--- src/design/dlfc_pkg.sv ---
// Shared types and constants for the display link frame checker.
`timescale 1ns / 1ps
package dlfc_pkg;

  localparam int FRAME_BYTES = 13;
  localparam int IDX_W       = $clog2(FRAME_BYTES);
  localparam int CK_POS      = 5;
  localparam int CFG_IDX_W   = 2;
  localparam int CFG_DATA_W  = 8;

  localparam logic [7:0] SYNC_A   = 8'h32;
  localparam logic [7:0] SYNC_B   = 8'h37;
  localparam logic [7:0] SYNC_END = 8'h0E;

  localparam logic [7:0] DEFAULT_KEY_RST  = 8'd10;
  localparam logic [7:0] SEARCH_LIMIT_RST = 8'd50;
  localparam logic [2:0] PULL_MAX         = 3'd6;
  localparam logic [2:0] STEALTH_PULLS    = 3'd5;
  localparam logic [2:0] STEALTH_ASSIST   = 3'd6;
  localparam logic [5:0] SPEED_BASE       = 6'd10;

  // register indexes on the config port
  localparam logic [CFG_IDX_W-1:0] CFG_DEFAULT_KEY  = 2'd0;
  localparam logic [CFG_IDX_W-1:0] CFG_SEARCH_LIMIT = 2'd1;

  typedef enum logic [1:0] {
    ST_OK      = 2'd0,
    ST_CKSUM   = 2'd1,
    ST_TRAILER = 2'd2
  } frame_status_t;

  typedef struct packed {
    logic                  we;
    logic [CFG_IDX_W-1:0]  index;
    logic [CFG_DATA_W-1:0] data;
  } cfg_wr_t;

  // completed frame, handed from the collector to the judge
  typedef struct packed {
    logic       done;
    logic       bad_trailer;
    logic       brake;
    logic [7:0] crc;
    logic [7:0] b1;
    logic [7:0] b2;
    logic [7:0] b3;
    logic [7:0] b4;
    logic [7:0] b5;
    logic [7:0] b7;
  } frame_info_t;

  typedef struct packed {
    frame_status_t status;
    logic [2:0]    support_level;
    logic          light_on;
    logic [7:0]    motor_ratio;
    logic [4:0]    wheel_size_code;
    logic [5:0]    max_speed;
    logic          assist_mode_flag;
    logic [3:0]    max_current_code;
    logic [2:0]    pulse_code;
    logic [1:0]    assist_tuning;
    logic          stealth_active;
  } result_t;

  function automatic logic is_sync_head(input logic [7:0] b);
    is_sync_head = (b == SYNC_A) || (b == SYNC_B);
  endfunction

endpackage

--- src/design/dlfc_in_if.sv ---
// Input channel: received display bytes with the brake lever sample.
`timescale 1ns / 1ps
interface dlfc_in_if;
  logic       valid;
  logic       ready;
  logic [7:0] rx_byte;
  logic       brake_on;

  modport source (output valid, output rx_byte, output brake_on, input ready);
  modport sink   (input valid, input rx_byte, input brake_on, output ready);
endinterface

--- src/design/dlfc_out_if.sv ---
// Result channel: frame status and unpacked display settings.
`timescale 1ns / 1ps
interface dlfc_out_if;
  logic       valid;
  logic       ready;
  logic [1:0] frame_status;
  logic [2:0] support_level;
  logic       light_on;
  logic [7:0] motor_ratio;
  logic [4:0] wheel_size_code;
  logic [5:0] max_speed;
  logic       assist_mode_flag;
  logic [3:0] max_current_code;
  logic [2:0] pulse_code;
  logic [1:0] assist_tuning;
  logic       stealth_active;

  modport source (output valid, output frame_status, output support_level, output light_on,
                  output motor_ratio, output wheel_size_code, output max_speed,
                  output assist_mode_flag, output max_current_code, output pulse_code,
                  output assist_tuning, output stealth_active, input ready);
  modport sink   (input valid, input frame_status, input support_level, input light_on,
                  input motor_ratio, input wheel_size_code, input max_speed,
                  input assist_mode_flag, input max_current_code, input pulse_code,
                  input assist_tuning, input stealth_active, output ready);
endinterface

--- src/design/dlfc_collect.sv ---
// Byte collector: frame store, running XOR, trailer check and resync hunt.
`timescale 1ns / 1ps
module dlfc_collect (
  input  logic                 clk,
  input  logic                 rst_n,
  input  logic                 accept,
  input  logic [7:0]           rx_byte,
  input  logic                 brake_on,
  output dlfc_pkg::frame_info_t frame
);
  import dlfc_pkg::*;

  logic [7:0]       store_r [FRAME_BYTES];
  logic [IDX_W-1:0] idx_r, idx_nxt;
  logic [7:0]       xor_r, xor_nxt, xor_acc;
  logic             hunt_r, hunt_nxt;
  logic [7:0]       prev_r;
  logic             last;

  always_comb begin
    xor_acc = (idx_r == IDX_W'(CK_POS)) ? xor_r : (xor_r ^ rx_byte);
    last    = (idx_r >= IDX_W'(FRAME_BYTES - 1));

    frame             = '0;
    frame.brake       = brake_on;
    frame.crc         = xor_acc;
    frame.b1          = store_r[1];
    frame.b2          = store_r[2];
    frame.b3          = store_r[3];
    frame.b4          = store_r[4];
    frame.b5          = store_r[CK_POS];
    frame.b7          = store_r[7];
    frame.bad_trailer = !(is_sync_head(store_r[FRAME_BYTES-2]) && rx_byte == SYNC_END);

    idx_nxt  = idx_r;
    xor_nxt  = xor_r;
    hunt_nxt = hunt_r;
    if (accept) begin
      if (hunt_r) begin
        if (is_sync_head(prev_r) && rx_byte == SYNC_END) begin
          hunt_nxt = 1'b0;
          idx_nxt  = '0;
          xor_nxt  = '0;
        end
      end else if (last) begin
        frame.done = 1'b1;
        idx_nxt    = '0;
        xor_nxt    = '0;
        hunt_nxt   = frame.bad_trailer;
      end else begin
        idx_nxt = idx_r + 1'b1;
        xor_nxt = xor_acc;
      end
    end
  end

  always_ff @(posedge clk) begin
    if (!rst_n) begin
      idx_r  <= '0;
      xor_r  <= '0;
      hunt_r <= 1'b0;
      prev_r <= '0;
    end else begin
      idx_r  <= idx_nxt;
      xor_r  <= xor_nxt;
      hunt_r <= hunt_nxt;
      if (accept) prev_r <= rx_byte;
    end
  end

  // store has no reset; each entry that a frame reads is written earlier in that frame
  always_ff @(posedge clk) begin
    if (accept && !hunt_r && !last) store_r[idx_r] <= rx_byte;
  end

endmodule

--- src/design/dlfc_judge.sv ---
// Frame judge: key registers, checksum test, key learning, brake count, unpacking.
`timescale 1ns / 1ps
module dlfc_judge (
  input  logic                  clk,
  input  logic                  rst_n,
  input  dlfc_pkg::cfg_wr_t     cfg,
  input  dlfc_pkg::frame_info_t frame,
  output dlfc_pkg::result_t     result
);
  import dlfc_pkg::*;

  logic [7:0] dkey_r, limit_r;
  logic [7:0] lkey_r, lkey_nxt;
  logic [2:0] pulls_r, pulls_nxt;
  logic       stealth_r, stealth_nxt;
  logic       ck_ok;
  logic [7:0] diff;

  always_comb begin
    ck_ok = ((frame.crc ^ dkey_r) == frame.b5) || ((frame.crc ^ lkey_r) == frame.b5);
    diff  = frame.crc ^ frame.b5;

    lkey_nxt    = lkey_r;
    pulls_nxt   = pulls_r;
    stealth_nxt = stealth_r;

    result                = '0;
    result.stealth_active = stealth_r;

    if (frame.bad_trailer) begin
      result.status = ST_TRAILER;
    end else if (!ck_ok) begin
      result.status = ST_CKSUM;
      if (frame.done && diff <= limit_r) lkey_nxt = diff;
    end else begin
      result.status = ST_OK;
      if (pulls_r < PULL_MAX && (frame.brake ^ pulls_r[0])) pulls_nxt = pulls_r + 1'b1;
      if (frame.b1[2:0] == STEALTH_ASSIST && frame.brake && pulls_nxt == STEALTH_PULLS)
        stealth_nxt = 1'b1;
      result.support_level    = frame.b1[2:0];
      result.light_on         = frame.b1[7];
      result.motor_ratio      = frame.b3;
      result.wheel_size_code  = {frame.b2[2:0], frame.b4[7:6]};
      result.max_speed        = (SPEED_BASE + {1'b0, frame.b2[7:3]}) | {frame.b4[5], 5'b0};
      result.assist_mode_flag = frame.b4[3];
      result.max_current_code = frame.b7[3:0];
      result.pulse_code       = frame.b4[2:0];
      result.assist_tuning    = frame.b7[6:5];
      result.stealth_active   = stealth_nxt;
      if (!frame.done) begin
        pulls_nxt   = pulls_r;
        stealth_nxt = stealth_r;
      end
    end
  end

  always_ff @(posedge clk) begin
    if (!rst_n) begin
      dkey_r    <= DEFAULT_KEY_RST;
      limit_r   <= SEARCH_LIMIT_RST;
      lkey_r    <= '0;
      pulls_r   <= '0;
      stealth_r <= 1'b0;
    end else begin
      lkey_r    <= lkey_nxt;
      pulls_r   <= pulls_nxt;
      stealth_r <= stealth_nxt;
      if (cfg.we) begin
        case (cfg.index)
          CFG_DEFAULT_KEY:  dkey_r  <= cfg.data;
          CFG_SEARCH_LIMIT: limit_r <= cfg.data;
          default: ;
        endcase
      end
    end
  end

endmodule

--- src/design/display_link_frame_checker_unit.sv ---
// Top level of the display link frame checker with its result register.
`timescale 1ns / 1ps
// Usage:
//   in_ch  carries one received display word per handshake (rx_byte, brake_on).
//          Words gather into 13-word frames; brake_on counts only on the last word.
//   out_ch carries one result word per completed frame: status plus settings.
//          Bad-trailer and checksum-fail results carry zeroed settings; stealth_active still shows the latch.
//   cfg_*  writes default_key (index 0) and key_search_limit (index 1), idle only.
// Timing:
//   One input word per cycle while in_ch.ready is high. The frame's last word
//   lands its result in the output register in the cycle after it is taken; the
//   combinational path is the running XOR, the key compare and the field unpack.
// Stall:
//   The output register holds until taken; in_ch.ready drops only while a
//   result waits and out_ch.ready is low, and returns in the cycle it is taken.
// Reset (rst_n, synchronous): keys return to 10 and 50, learned key, brake
//   count and stealth latch clear, the collector starts at byte 0, not hunting.
//   After a bad trailer no results come until a 0x32/0x37 then 0x0E pair is seen.
module display_link_frame_checker_unit (
  input  logic                             clk,
  input  logic                             rst_n,
  dlfc_in_if.sink                          in_ch,
  dlfc_out_if.source                       out_ch,
  input  logic                             cfg_we,
  input  logic [dlfc_pkg::CFG_IDX_W-1:0]   cfg_index,
  input  logic [dlfc_pkg::CFG_DATA_W-1:0]  cfg_wdata
);
  import dlfc_pkg::*;

  logic        accept;
  frame_info_t frame;
  result_t     result;
  result_t     res_r;
  logic        out_valid_r;
  cfg_wr_t     cfg;

  // skid-free: a waiting result only blocks input while the sink stalls
  assign in_ch.ready = !out_valid_r || out_ch.ready;
  assign accept      = in_ch.valid && in_ch.ready;

  assign cfg.we    = cfg_we;
  assign cfg.index = cfg_index;
  assign cfg.data  = cfg_wdata;

  dlfc_collect u_collect (
    .clk      (clk),
    .rst_n    (rst_n),
    .accept   (accept),
    .rx_byte  (in_ch.rx_byte),
    .brake_on (in_ch.brake_on),
    .frame    (frame)
  );

  dlfc_judge u_judge (
    .clk    (clk),
    .rst_n  (rst_n),
    .cfg    (cfg),
    .frame  (frame),
    .result (result)
  );

  always_ff @(posedge clk) begin
    if (!rst_n) begin
      out_valid_r <= 1'b0;
    end else if (frame.done) begin
      out_valid_r <= 1'b1;
    end else if (out_ch.ready) begin
      out_valid_r <= 1'b0;
    end
  end

  // payload, no reset
  always_ff @(posedge clk) begin
    if (frame.done) res_r <= result;
  end

  assign out_ch.valid            = out_valid_r;
  assign out_ch.frame_status     = res_r.status;
  assign out_ch.support_level    = res_r.support_level;
  assign out_ch.light_on         = res_r.light_on;
  assign out_ch.motor_ratio      = res_r.motor_ratio;
  assign out_ch.wheel_size_code  = res_r.wheel_size_code;
  assign out_ch.max_speed        = res_r.max_speed;
  assign out_ch.assist_mode_flag = res_r.assist_mode_flag;
  assign out_ch.max_current_code = res_r.max_current_code;
  assign out_ch.pulse_code       = res_r.pulse_code;
  assign out_ch.assist_tuning    = res_r.assist_tuning;
  assign out_ch.stealth_active   = res_r.stealth_active;

  // a stalled result must block new input
  a_stall_blocks: assert property (@(posedge clk) disable iff (!rst_n)
    out_valid_r && !out_ch.ready |-> !in_ch.ready)
    else $error("input accepted while result stalled");

  // a completed frame always lands in the output register
  a_done_shows: assert property (@(posedge clk) disable iff (!rst_n)
    frame.done |=> out_valid_r)
    else $error("completed frame lost");

  // status code stays within the defined set
  a_status_code: assert property (@(posedge clk) disable iff (!rst_n)
    out_valid_r |-> (out_ch.frame_status != 2'd3))
    else $error("undefined frame status");

  // rejected frames carry no settings
  a_bad_zero: assert property (@(posedge clk) disable iff (!rst_n)
    out_valid_r && (res_r.status != ST_OK) |->
      (res_r.support_level == 3'd0) && (res_r.motor_ratio == 8'd0) &&
      (res_r.max_speed == 6'd0))
    else $error("settings leaked on rejected frame");

endmodule

--- src/flat_wrapper.sv ---
// flat-port wrapper written by rule: the top's interface ports become plain ports
module display_link_frame_checker_unit_flat import dlfc_pkg::*;
  (clk, rst_n, cfg_we, cfg_index, cfg_wdata, in_ch_valid, in_ch_rx_byte, in_ch_brake_on, in_ch_ready, out_ch_valid, out_ch_frame_status, out_ch_support_level, out_ch_light_on, out_ch_motor_ratio, out_ch_wheel_size_code, out_ch_max_speed, out_ch_assist_mode_flag, out_ch_max_current_code, out_ch_pulse_code, out_ch_assist_tuning, out_ch_stealth_active, out_ch_ready);
  dlfc_in_if in_ch_i ();
  dlfc_out_if out_ch_i ();
  input  logic clk;
  input  logic rst_n;
  input  logic cfg_we;
  input  logic [dlfc_pkg::CFG_IDX_W-1:0] cfg_index;
  input  logic [dlfc_pkg::CFG_DATA_W-1:0] cfg_wdata;
  input wire logic [$bits(in_ch_i.valid)-1:0] in_ch_valid;
  input wire logic [$bits(in_ch_i.rx_byte)-1:0] in_ch_rx_byte;
  input wire logic [$bits(in_ch_i.brake_on)-1:0] in_ch_brake_on;
  output wire logic [$bits(in_ch_i.ready)-1:0] in_ch_ready;
  output wire logic [$bits(out_ch_i.valid)-1:0] out_ch_valid;
  output wire logic [$bits(out_ch_i.frame_status)-1:0] out_ch_frame_status;
  output wire logic [$bits(out_ch_i.support_level)-1:0] out_ch_support_level;
  output wire logic [$bits(out_ch_i.light_on)-1:0] out_ch_light_on;
  output wire logic [$bits(out_ch_i.motor_ratio)-1:0] out_ch_motor_ratio;
  output wire logic [$bits(out_ch_i.wheel_size_code)-1:0] out_ch_wheel_size_code;
  output wire logic [$bits(out_ch_i.max_speed)-1:0] out_ch_max_speed;
  output wire logic [$bits(out_ch_i.assist_mode_flag)-1:0] out_ch_assist_mode_flag;
  output wire logic [$bits(out_ch_i.max_current_code)-1:0] out_ch_max_current_code;
  output wire logic [$bits(out_ch_i.pulse_code)-1:0] out_ch_pulse_code;
  output wire logic [$bits(out_ch_i.assist_tuning)-1:0] out_ch_assist_tuning;
  output wire logic [$bits(out_ch_i.stealth_active)-1:0] out_ch_stealth_active;
  input wire logic [$bits(out_ch_i.ready)-1:0] out_ch_ready;
  assign in_ch_i.valid = in_ch_valid;
  assign in_ch_i.rx_byte = in_ch_rx_byte;
  assign in_ch_i.brake_on = in_ch_brake_on;
  assign in_ch_ready = in_ch_i.ready;
  assign out_ch_valid = out_ch_i.valid;
  assign out_ch_frame_status = out_ch_i.frame_status;
  assign out_ch_support_level = out_ch_i.support_level;
  assign out_ch_light_on = out_ch_i.light_on;
  assign out_ch_motor_ratio = out_ch_i.motor_ratio;
  assign out_ch_wheel_size_code = out_ch_i.wheel_size_code;
  assign out_ch_max_speed = out_ch_i.max_speed;
  assign out_ch_assist_mode_flag = out_ch_i.assist_mode_flag;
  assign out_ch_max_current_code = out_ch_i.max_current_code;
  assign out_ch_pulse_code = out_ch_i.pulse_code;
  assign out_ch_assist_tuning = out_ch_i.assist_tuning;
  assign out_ch_stealth_active = out_ch_i.stealth_active;
  assign out_ch_i.ready = out_ch_ready;
  display_link_frame_checker_unit u_core (.clk(clk), .rst_n(rst_n), .in_ch(in_ch_i), .out_ch(out_ch_i), .cfg_we(cfg_we), .cfg_index(cfg_index), .cfg_wdata(cfg_wdata));
endmodule
--- config.mk ---
export PLATFORM = sky130hd
export DESIGN_NAME = display_link_frame_checker_unit_flat
export DESIGN_NICKNAME = d
export VERILOG_FILES = /design/src/design/dlfc_pkg.sv /design/src/design/dlfc_in_if.sv /design/src/design/dlfc_out_if.sv /design/src/design/dlfc_collect.sv /design/src/design/dlfc_judge.sv /design/src/design/display_link_frame_checker_unit.sv /design/src/flat_wrapper.sv
export SDC_FILE = /design/constraint.sdc
export NUM_CORES = 1
export LEC_CHECK = 0
export BUFFER_PORTS_ARGS = -buffer_cell sky130_fd_sc_hd__buf_2
export CAP_MARGIN = 20
export CELL_PAD_IN_SITES_DETAIL_PLACEMENT = 1
export CELL_PAD_IN_SITES_GLOBAL_PLACEMENT = 2
export CORE_ASPECT_RATIO = 0.5
export CORE_MARGIN = 2
export CORE_UTILIZATION = 36
export CTS_CLUSTER_DIAMETER = 40
export DETAILED_ROUTE_END_ITERATION = 7
export PLACE_DENSITY_LB_ADDON = 0.1
export SLEW_MARGIN = 0
export SYNTH_ARGS = -nofsm -noshare
export SYNTH_HDL_FRONTEND = slang
export SYNTH_SLANG_ARGS = --single-unit
--- constraint.sdc ---
create_clock -name clk -period 2.6 [get_ports clk]
set_input_delay 0.13 -clock clk [delete_from_list [all_inputs] [get_ports clk]]
set_output_delay 0.13 -clock clk [all_outputs]
set_load 0.02 [all_outputs]
==> out/qor.csv <==
metric;value;unit
violations;setup timing;
status;finished with violations;
cp_max_fo;8;
grt-ovfl-total;0;
grt_max_degree;29;
yosys.area.top_type_share;0.430;
yosys.cell_count.top_type;edfxtp_1;
ys_seq_elements;135;
tightest_slew;865;ps
yosysSeqAreaShare;0.598;
fill_cells;1752;
wl_per_cell;17.8;um
clock-sinks;135;
p_per_area;639;nW/um^2
max_freq;361;MHz
postLayoutCoreUtil;0.485;
synthArstFlopShare;0;
skew;10.3;ps
io_buffer_count;61;
core;16300;um^2
synth_fa_ha_area_frac;0.0295;
synth.distinct_cells;52;
holdPathStages;1;
max_cap_viol_count;0;
synthSimpleGateAreaFrac;0.158;
report.final.slew_viol_count;0;
rrSetupSlack;-170;ps
grt_pass1_vias;4270;
synthTopCellsByCount;85 x edfxtp_1, 51 x nand2_1, 50 x dfxtp_1;
min_period;2770;ps
row_count;33;
min_to;u_core.u_collect.store_r[5][6];
reg2reg_depth;12;
yosysWarnings;0;
initialDrtViolationCount;175;
insertion_delay;420;ps
n_antenna_cell;0;
root_buffer;clkbuf_16;
die_h;94.8;um
rsz0062_at_grt;true;
die_area;17600;um^2
start_util;0.365;
drive_gt1_frac;0.338;
via_per_inst;4.81;
total_leakage_power;3.05;nW
peakVddDrop;0.422;mV
synthCells;496;
setup_tns;-5340;ps
synth_area_per_cell;12.0;um^2
synth-xor-area-share;0.0798;
critPathKind;flip-flop to flip-flop;
finalHoldViolations;0;
pre_cts_ws;-306;ps
fin_nets;675;
critPathArrivalTime;3070;ps
period_share;1.07;
drt-met1-wl;7.59;mm
h-tree-depth;4;
cts_buffer_depth;2;
cp.required;2900;ps
worstSetupEndpointType;flip-flop;
reg2reg_to;u_core.out_ch.max_current_code[1];
route.top_layer_used;met4;
fin_ws;-173;ps
vias;4214;
synth_top_family_by_area;simple AND/OR/NAND/NOR gates;
hp-class;input port to flip-flop;
drt_wl_total;15.6;mm
cts.reportedPaths.clkPinSlew;60;ps
grt_use_total;0.189;
ant_nets;0;
drcViolationCount;0;
wl_met3;549;um
synthMuxAreaShare;0.0388;
area_growth;32.8;%
die_w;186;um
synth-compound-area-share;0.0611;
synth_top_area_cell;edfxtp_1;
detailed_place_hpwl;10.7;mm
cts_buffers;17;
met2_length;7.29;mm
cts_tree;built;
antenna_found_initial;0;
hold_ws;33.7;ps
synthesis.area;5940;um^2
num_io_pins;62;
synth_flop_cell;edfxtp_1;
synth_edf_count;85;
cp-start-kind;flip-flop;
finalSetupViolations;42;
syn_nets;534;
dr.pass1.iters;4;
grt_pass1_wl;23.9;mm
worstReg2RegStart;u_core.u_collect.idx_r[1];
synth_area_leaders;edfxtp_1 43%, dfxtp_1 17%, mux2i_1 3.9%;
relSlewSlack;0.421;
hold_start;in_ch_rx_byte[6];
gp_congestion;0.785;
[stage by stage]
step	instances	power [mW]	cell area, um^2
2_1_floorplan	496	2.57	5950
3_3_place_gp	816	2.73	6840
3_5_place_dp	816	2.74	6840
4_1_cts	873	5.07	7750
5_1_grt	877	5.24	7890
6_report	877	5.04	7890
[state kept, by name, summed over array words and instances, names as in the netlist, 5 cells and up]
register / cells
u_core.u_judge.limit_r: 8
u_core.u_collect.store_r: 49
u_core.u_collect.xor_r: 8
u_core.u_judge.dkey_r: 8
u_core.out_ch.max_speed: 6
u_core.u_judge.lkey_r: 8
u_core.out_ch.wheel_size_code: 5
u_core.u_collect.prev_r: 8
u_core.out_ch.motor_ratio: 8
[cell usage in the layout, fill, tap and decap left out, types with 4 or more instances in the layout]
master          n
buf_4          65
edfxtp_1       85
a21oi_1        26
clkinvlp_4      4
and2_1          9
dfxtp_1        48
xor2_1         10
and3_1          4
xnor2_2         6
inv_6           6
nor3_1         14
nand2_1        50
mux2i_1        23
o21ai_0        17
clkbuf_16      18
xnor3_1         9
and2_4         29
nor2_1         28
dlygate4sd3_1  11
nand4_1         5
ha_1           13
inv_1          17
nand3_1        10
buf_2          62
xnor2_1        14
[per-layer routing]
layer	GRT usage	vias up
met5	0	-
met4	0.0630	0
met3	0.0509	13
met2	0.303	68
met1	0.248	2092
li1	-	2041
[worst max-delay path: stages (launching register included)]
cell	delay (ps)
dfxtp_2	330
inv_2	80
ha_4	150
nand3b_4	110
buf_6	160
and2_4	160
xnor2_2	140
a221o_1	340
or4_4	600
a21oi_4	170
buf_12	140
buf_8	130
and2_4	150
[where the power goes]
part / switching (mW) / total [mW] / internal [mW] / leakage [nW]
Sequential: 0.0236 / 2.32 / 2.30 / 1.11
Clock: 1.04 / 2.29 / 1.25 / 0.261
Combinational: 0.219 / 0.428 / 0.209 / 1.68
[kinds of logic (layout without fill, tap and decap cells)]
group / after synthesis / after routing
AOI/OAI and AO/OA: 62 / 62
xor gates and xnor gates: 40 / 40
muxes: 23 / 23
DFF: 135 / 135
and+or+nand+nor: 179 / 179
adders and majority gates: 14 / 14
buffers and inverters: 43 / 197
[worst max path at each step]
stage                                    from                                end  slack [ps]  cells after the start
floorplan           u_core.u_collect.idx_r[1]           u_core.u_judge.lkey_r[4]           3                     15
global placement    u_core.u_collect.idx_r[1]           u_core.u_judge.lkey_r[2]        -210                     13
detailed placement  u_core.u_collect.idx_r[1]           u_core.u_judge.lkey_r[5]        -310                     13
CTS                 u_core.u_collect.idx_r[1]  u_core.out_ch.max_current_code[0]        -230                     12
global route        u_core.u_collect.idx_r[1]         u_core.out_ch.max_speed[5]        -260                     12
finish              u_core.u_collect.idx_r[1]  u_core.out_ch.max_current_code[1]        -170                     12
[what timing repair did]
| item | CTS | global route |
|---|---|---|
| endpoints found under the hold margin | 19 | 0 |
| gates resized for setup | 30 | 32 |
| pin swaps | 14 | 24 |
| hold buffers | 11 | 0 |
| endpoints found under the setup margin | 47 | 45 |
| cloned | 3 | 1 |
| setup buffers | 11 | 6 |
[final cells by class]
class / instances / area [um^2] / share of cell area
Sequential cell: 135 / 3560 / 0.451
Multi-Input combinational cell: 318 / 2390 / 0.303
Timing Repair Buffer: 146 / 1030 / 0.131
Clock buffer: 17 / 425 / 0.0540
Tap cell: 227 / 284 / 0.0360
Clock inverter: 15 / 129 / 0.0163
Inverter: 19 / 71.3 / 0.00904
No activity file was read; power rests on OpenSTA's default activity.
